<file path="config.mk">
export PLATFORM = sky130hd
export DESIGN_NAME = fdrs_log2
export DESIGN_NICKNAME = d
export VERILOG_FILES = /design/src/hdl/fdrs_log2.sv
export SDC_FILE = /design/constraint.sdc
export NUM_CORES = 2
export LEC_CHECK = 0
export ABC_AREA = 1
export BUFFER_PORTS_ARGS = -buffer_cell sky130_fd_sc_hd__buf_4
export CORE_ASPECT_RATIO = 0.9
export CORE_UTILIZATION = 55
export CTS_CLUSTER_SIZE = 20
export DETAILED_ROUTE_END_ITERATION = 6
export GPL_TIMING_DRIVEN = 0
export MAX_ROUTING_LAYER = met4
export PLACE_DENSITY = 0.71
export RECOVER_POWER = 50
export SYNTH_ARGS = -nofsm -noshare
export SYNTH_HDL_FRONTEND = slang
export SYNTH_SLANG_ARGS = --single-unit
</file>
<file path="constraint.sdc">
create_clock -name clk -period 17.8 [get_ports clk]
set_clock_uncertainty 0.2 [all_clocks]
set_input_delay 4.45 -clock clk [delete_from_list [all_inputs] [get_ports clk]]
set_output_delay 4.45 -clock clk [all_outputs]
set_load 0.02 [all_outputs]
</file>
<file path="src/hdl/fdrs_log2.sv">
// Iterative base-2 logarithm in Q.16, one squaring per cycle.
module fdrs_log2
(
    input  logic        clk,
    input  logic        rst_n,
    input  logic        start,
    input  logic [23:0] r,
    output logic        done,
    output logic [20:0] result
);

    logic        busy_reg, busy_next;
    logic        done_reg, done_next;
    logic [3:0]  step_reg, step_next;
    logic [30:0] x_reg, x_next;
    logic [4:0]  msb_reg, msb_next;
    logic [15:0] frac_reg, frac_next;
    logic [23:0] r_eff;
    logic [4:0]  msb;
    logic [61:0] sq;
    logic [31:0] t;

    always_comb
    begin
        r_eff = (r == 24'd0) ? 24'd1 : r;
        msb   = 5'd0;
        for (int i = 0; i < 24; i++)
        begin
            if (r_eff[i]) msb = 5'(i);
        end
        sq = 62'(x_reg) * 62'(x_reg);
        t  = sq[61:30];
    end

    always_comb
    begin
        busy_next = busy_reg;
        done_next = 1'b0;
        step_next = step_reg;
        x_next    = x_reg;
        msb_next  = msb_reg;
        frac_next = frac_reg;
        if (start)
        begin
            busy_next = 1'b1;
            step_next = 4'd0;
            msb_next  = msb;
            frac_next = 16'd0;
            x_next    = 31'({7'd0, r_eff} << (5'd30 - msb));
        end
        else if (busy_reg)
        begin
            // Square, then renormalise and emit one fraction bit.
            frac_next = {frac_reg[14:0], t[31]};
            x_next    = t[31] ? t[31:1] : t[30:0];
            step_next = step_reg + 4'd1;
            if (step_reg == 4'd15)
            begin
                busy_next = 1'b0;
                done_next = 1'b1;
            end
        end
    end

    always_ff @(posedge clk or negedge rst_n)
    begin
        if (!rst_n)
        begin
            busy_reg <= 1'b0;
            done_reg <= 1'b0;
            step_reg <= 4'd0;
        end
        else
        begin
            busy_reg <= busy_next;
            done_reg <= done_next;
            step_reg <= step_next;
        end
    end

    always_ff @(posedge clk)
    begin
        x_reg    <= x_next;
        msb_reg  <= msb_next;
        frac_reg <= frac_next;
    end

    assign done   = done_reg;
    assign result = {msb_reg, frac_reg};

endmodule

</file>
# Yosys cells after proc, flatten, opt, wreduce, memory -nomap -nowiden
# Index checks and enable logic that the tools add are counted.
totals:
  in_bits: 27
  mem_bits_ro: 0
  ramBits: 0
  output_inout_bits: 22
  latchBits: 0
  n_memories: 0
  regBits: 58
op_classes:
  n_eq_ne: 1
  add_sub_neg: 2
  n_mul: 1
  reduce_logical: 2
  shifts: 1
  magnitude_cmp: 0
  mux: 35
  n_div: 0
  bitwise: 0
ops:
  columns: ["op", "n"]
  rows:
  - ["5-bit two-way mux", 21]
  - ["31-bit two-way mux", 3]
  - ["31-bit by 31-bit multiplier with 62-bit output", 1]
  - ["24-bit by 5-bit << shifter with 31-bit output", 1]
  - ["24-bit logical NOT", 1]
  - ["24-bit two-way mux", 1]
  - ["4-bit two-way mux", 2]
  - ["1-bit two-way mux", 7]
  - ["5-bit subtractor (first input constant)", 1]
  - ["4-bit by 1-bit adder with 4-bit output (second input constant)", 1]
  - ["4-bit equality test (second input constant)", 1]
  - ["2-bit two-way mux", 1]
  - ["2-bit nonzero test", 1]

# Longest topological paths before layout
depth:
  ltp_word: 28
  depth_mapped: 41

# Worst setup path before layout
# No wires, ideal clock.
synth_path:
  kind: "register to register"
  start: "register x_reg[5]"
  end: "register x_reg[27] (data pin)"
  setup_time_ns: 0.261
  path_stages_with_launch: 40
  setup_slack_ns: 10.091
  arrival_ns: 7.248
  n_path_buf: 3
  required_ns: 17.339
  path_cell_list: "edfxtp_1 -> clkbuf_1 -> buf_1 -> nand2_1 -> fa_1 -> inv_1 -> fa_1 -> fa_1 -> inv_1 -> fa_1 -> inv_1 -> fa_1 -> fa_1 -> fa_1 -> inv_1 -> fa_1 -> inv_1 -> ha_1 -> [4 not listed] -> inv_2 -> nor4_4 -> nand3_1 -> nand3_2 -> nand2_1 -> nand2_2 -> nand3_2 -> nand2_2 -> nand2_2 -> nand2_1 -> nand2_2 -> nand2_4 -> inv_2 -> buf_6 -> nor2_1 -> nor2_1 -> o21ai_1 -> nand3_1"
synth_via:
  elab_chain_cells: 4
synth_lines:
  columns: ["element", "line_no", "rtl"]
  rows:
  - ["from (decl)", "15", "logic [30:0] x_reg, x_next;"]
  - ["from (signal assigned)", "83", "x_reg <= x_next;"]
  - ["31-bit by 31-bit multiplier with 62-bit output", "31", "sq = 62'(x_reg) * 62'(x_reg);"]
  - ["31-bit two-way mux", "55", "x_next = t[31] ? t[31:1] : t[30:0];"]
  - ["31-bit two-way mux", "51", "else if (busy_reg)"]
  - ["31-bit two-way mux", "43", "if (start)"]
  - ["net x_next[27]", "15", null]
# The timed path passes the listed nets, and every way through them passes these cells. The select of a mux whose other input is x is not followed.
# A chain may end at the register's enable or synchronous reset.

# Worst setup path after layout
layout_path:
  start: "register x_reg[18]"
  end: "register x_reg[17] (data pin)"
# The elaborated chain is that of the path after synthesis.

==> results.txt <==
Run status: finished, violations left
Failing checks: max-capacitance violations, max-slew violations
Number of global-route vias before repair: 26100
Largest net degree at the start of global routing: 41
Synthesized area per cell: 8.21 um2
Crit share post-route: 0.571
Vias: 25200
RSZ-0062 raised after global routing: no
TritonCTS Buffers: 9
IO buf count: 47
Layout area overhead: 4.91%
Clk buf depth: 2
Starting Density: 0.560
Post-synth cell types: 49
Num rows: 82
Min-Delay Path Class: register to register
GRT Max-Usage Layer: met2
Final net count: 4925
Core ar.: 56000 um2
Worst-path clk slew: 0.06 ns
I/O pins: 49
Placed wire-length estimate: 80.6 mm
Post-CTS setup buffer count: 0
Final Hold Fails: 0
Routed Wire Length: 96.6 mm
Mapped Cells: 3824
Die height: 229 um
Die area: 58000 um2
EDFF count, synth: 36
WL per Instance: 20.8 um
Tightest Pin Transition: 1.97 ns
Hold buffers post-CTS: 0
Placer Congestion: 1.05
Share of cells above drive strength 1: 0.0206
Slew HR: -0.313
FMAX: 98.4 MHz
Critical path's largest stage delay: 0.97 ns
DRC: 0
Setup violations, final: 0
WS Path Type: register to register
Asr flop ratio synth: 0.103
First-pass GRT wire length: 150 mm
Clk_lat worst skew: 0.33 ns
Initial antenna violation count: 1
Cts repair resizes: 0
MaxCap Viol Count: 1
Met2 Usage GRT: 0.522
Slowest CP cell: o311ai_0
Post-synthesis sequential area ratio: 0.0494
Drt initial violations: 2794
Die X-Extent: 254 um
Met1 Use GR: 0.482
Largest register FFs: 31
Max Slew Vio Count: 41
Data required, critical path: 17.68 ns
Yosys Warn Count: 0
ANT nets after route: 0
WP data arrival: 10.04 ns
Aggregate global routing overflow: 0
Top FF cell, synth: edfxtp_1
CP endpoint kind: register
Syn_nets: 4867
GR Util met3: 0.0901
Sum Neg Setup Slack: 0 ns
All-Layer GR Usage: 0.359
Startpoint type of the worst setup path: register
CP most frequent cell: fa_1
Tmin final: 10.16 ns
H-tree levels: 3
Detailed Routing Iterations Pass 1: 6
CTS Sinks: 58
Synthesis-stage register bit count: 58
Vias/cell: 5.43
Mapped cell area: 31400 um2
CP max FO: 10
TritonCTS clock tree: built
Clock Tree Root: clkbuf_16
## layer usage
metal,up-vias,share of wire
met3,261,0.12
met5,-,0
met2,1372,0.44
met1,12400,0.40
li1,11200,-
met4,0,0.049
## area by class of cell
class | count | area (um2)
Fill cell | 5258 | 23100
Buffer | 130 | 529
Sequential cell | 58 | 1550
Tap cell | 756 | 946
Multi-Input combinational cell | 2435 | 24800
Clock inverter | 4 | 35.0
Clock buffer | 12 | 300
Inverter | 1201 | 4510
Antenna cell | 1 | 2.50
Timing Repair Buffer | 47 | 259
## cell usage in the layout (no fill, tap or decap), drive strengths merged, types with 2 or more instances in the layout
| cell | instances |
|---|---|
| inv | 1201 |
| nand2 | 778 |
| fa | 747 |
| ha | 269 |
| nand3 | 194 |
| clkbuf | 141 |
| nor2 | 114 |
| a21oi | 109 |
| o21ai | 52 |
| buf | 48 |
| edfxtp | 36 |
| xor2 | 29 |
| xnor2 | 27 |
| dfxtp | 16 |
| nor3 | 15 |
| o22ai | 15 |
| o21a | 13 |
| a31oi | 9 |
| o211ai | 8 |
| nor4 | 8 |
| o21bai | 7 |
| nand4 | 6 |
| dfrtp | 6 |
| a21o | 5 |
| o31ai | 5 |
| o221ai | 4 |
| clkinv | 4 |
| or2 | 3 |
| a31o | 3 |
| a21boi | 3 |
| nand3b | 3 |
| a221oi | 2 |
| o2111ai | 2 |
## cells in the mapped netlist (2+ instances only)
| cell | instances | area (um2) |
|---|---|---|
| o21ai_1 | 7 | 35.0 |
| nand2_1 | 769 | 2890 |
| a31o_2 | 3 | 26.3 |
| o2111ai_1 | 2 | 17.5 |
| edfxtp_1 | 36 | 1080 |
| clkbuf_1 | 103 | 387 |
| nand3_2 | 2 | 20.0 |
| buf_4 | 2 | 15.0 |
| inv_1 | 1192 | 4470 |
| xor2_1 | 29 | 254 |
| or2_2 | 3 | 18.8 |
| nand4_1 | 6 | 37.5 |
| buf_1 | 12 | 45.0 |
| dfrtp_1 | 6 | 150 |
| a21boi_0 | 3 | 22.5 |
| fa_1 | 747 | 15000 |
| nor2_1 | 111 | 417 |
| o211ai_1 | 8 | 60.1 |
| a221oi_1 | 2 | 17.5 |
| a21oi_1 | 109 | 546 |
| buf_2 | 10 | 50.1 |
| ha_1 | 269 | 3370 |
| o21bai_1 | 7 | 52.6 |
| o21a_1 | 13 | 97.6 |
| inv_2 | 8 | 30.0 |
| dfxtp_1 | 16 | 320 |
| nand2_2 | 8 | 50.1 |
| o21ai_0 | 45 | 225 |
| nor3_1 | 15 | 75.1 |
| a21o_1 | 5 | 37.5 |
| nor2_2 | 2 | 12.5 |
| buf_6 | 3 | 33.8 |
| o22ai_1 | 15 | 93.8 |
| nand3_1 | 192 | 961 |
| xnor2_1 | 27 | 236 |
| nor4_1 | 7 | 43.8 |
| a31oi_1 | 9 | 56.3 |
| o221ai_1 | 4 | 35.0 |
| nand3b_1 | 3 | 22.5 |
| o31ai_1 | 5 | 37.5 |
## worst max-delay path, delay by kind of cell (launching register included)
| kind | cells | cell delay [ns] |
|---|---|---|
| buffers and inverters | 8 | 2.12 |
| DFF | 1 | 0.60 |
| and+or+nand+nor | 6 | 1.01 |
| xor gates and xnor gates | 1 | 0.23 |
| adders and majority gates | 9 | 4.49 |
| AOI/OAI and AO/OA | 3 | 1.23 |
## logic make-up (layout without fill, tap and decap cells)
group                      after synthesis  after routing  share of synthesized area
and+or+nand+nor                       1123           1123                      0.147
buffers and inverters                 1331           1394                      0.161
xor gates and xnor gates                56             56                     0.0156
other                                    0              1                          0
AOI/OAI and AO/OA                      240            240                     0.0441
DFF                                     58             58                     0.0494
adders and majority gates             1016           1016                      0.584
## final timing paths
kind                                      startpoint                        end  slack (ns)  cells past startpoint
max                              x_reg[18]$_DFFE_PP_        x_reg[17]$_DFFE_PP_        7.64                     27
min in group asynchronous                      rst_n    step_reg[2]$_DFFE_PN0P_        3.78                      1
min reg2reg                frac_reg[13]$_SDFFE_PP0P_  frac_reg[13]$_SDFFE_PP0P_        0.29                      2
max in group asynchronous                      rst_n         busy_reg$_DFF_PN0_       13.38                      1
min                        frac_reg[13]$_SDFFE_PP0P_  frac_reg[13]$_SDFFE_PP0P_        0.29                      2
max reg2reg                      x_reg[18]$_DFFE_PP_        x_reg[17]$_DFFE_PP_        7.64                     27
## through the flow
step | hold WS (ns) | instance area (um2) | util | instances | worst slack, ns
global placement | 0.278 | 32700 | 0.583 | 4627 | 7.97
detailed placement | 0.284 | 32700 | 0.583 | 4627 | 7.95
floorplan | 0.342 | 31400 | - | 3824 | 10.09
finish | 0.292 | 32900 | 0.588 | 4644 | 7.64
CTS | 0.293 | 33000 | 0.589 | 4643 | 7.93
global route | 0.313 | 32900 | 0.588 | 4644 | 7.42
Power is left out: the tool's default activity adds up to more than one toggle a clock period on the data nets, which glitch-free logic cannot reach.
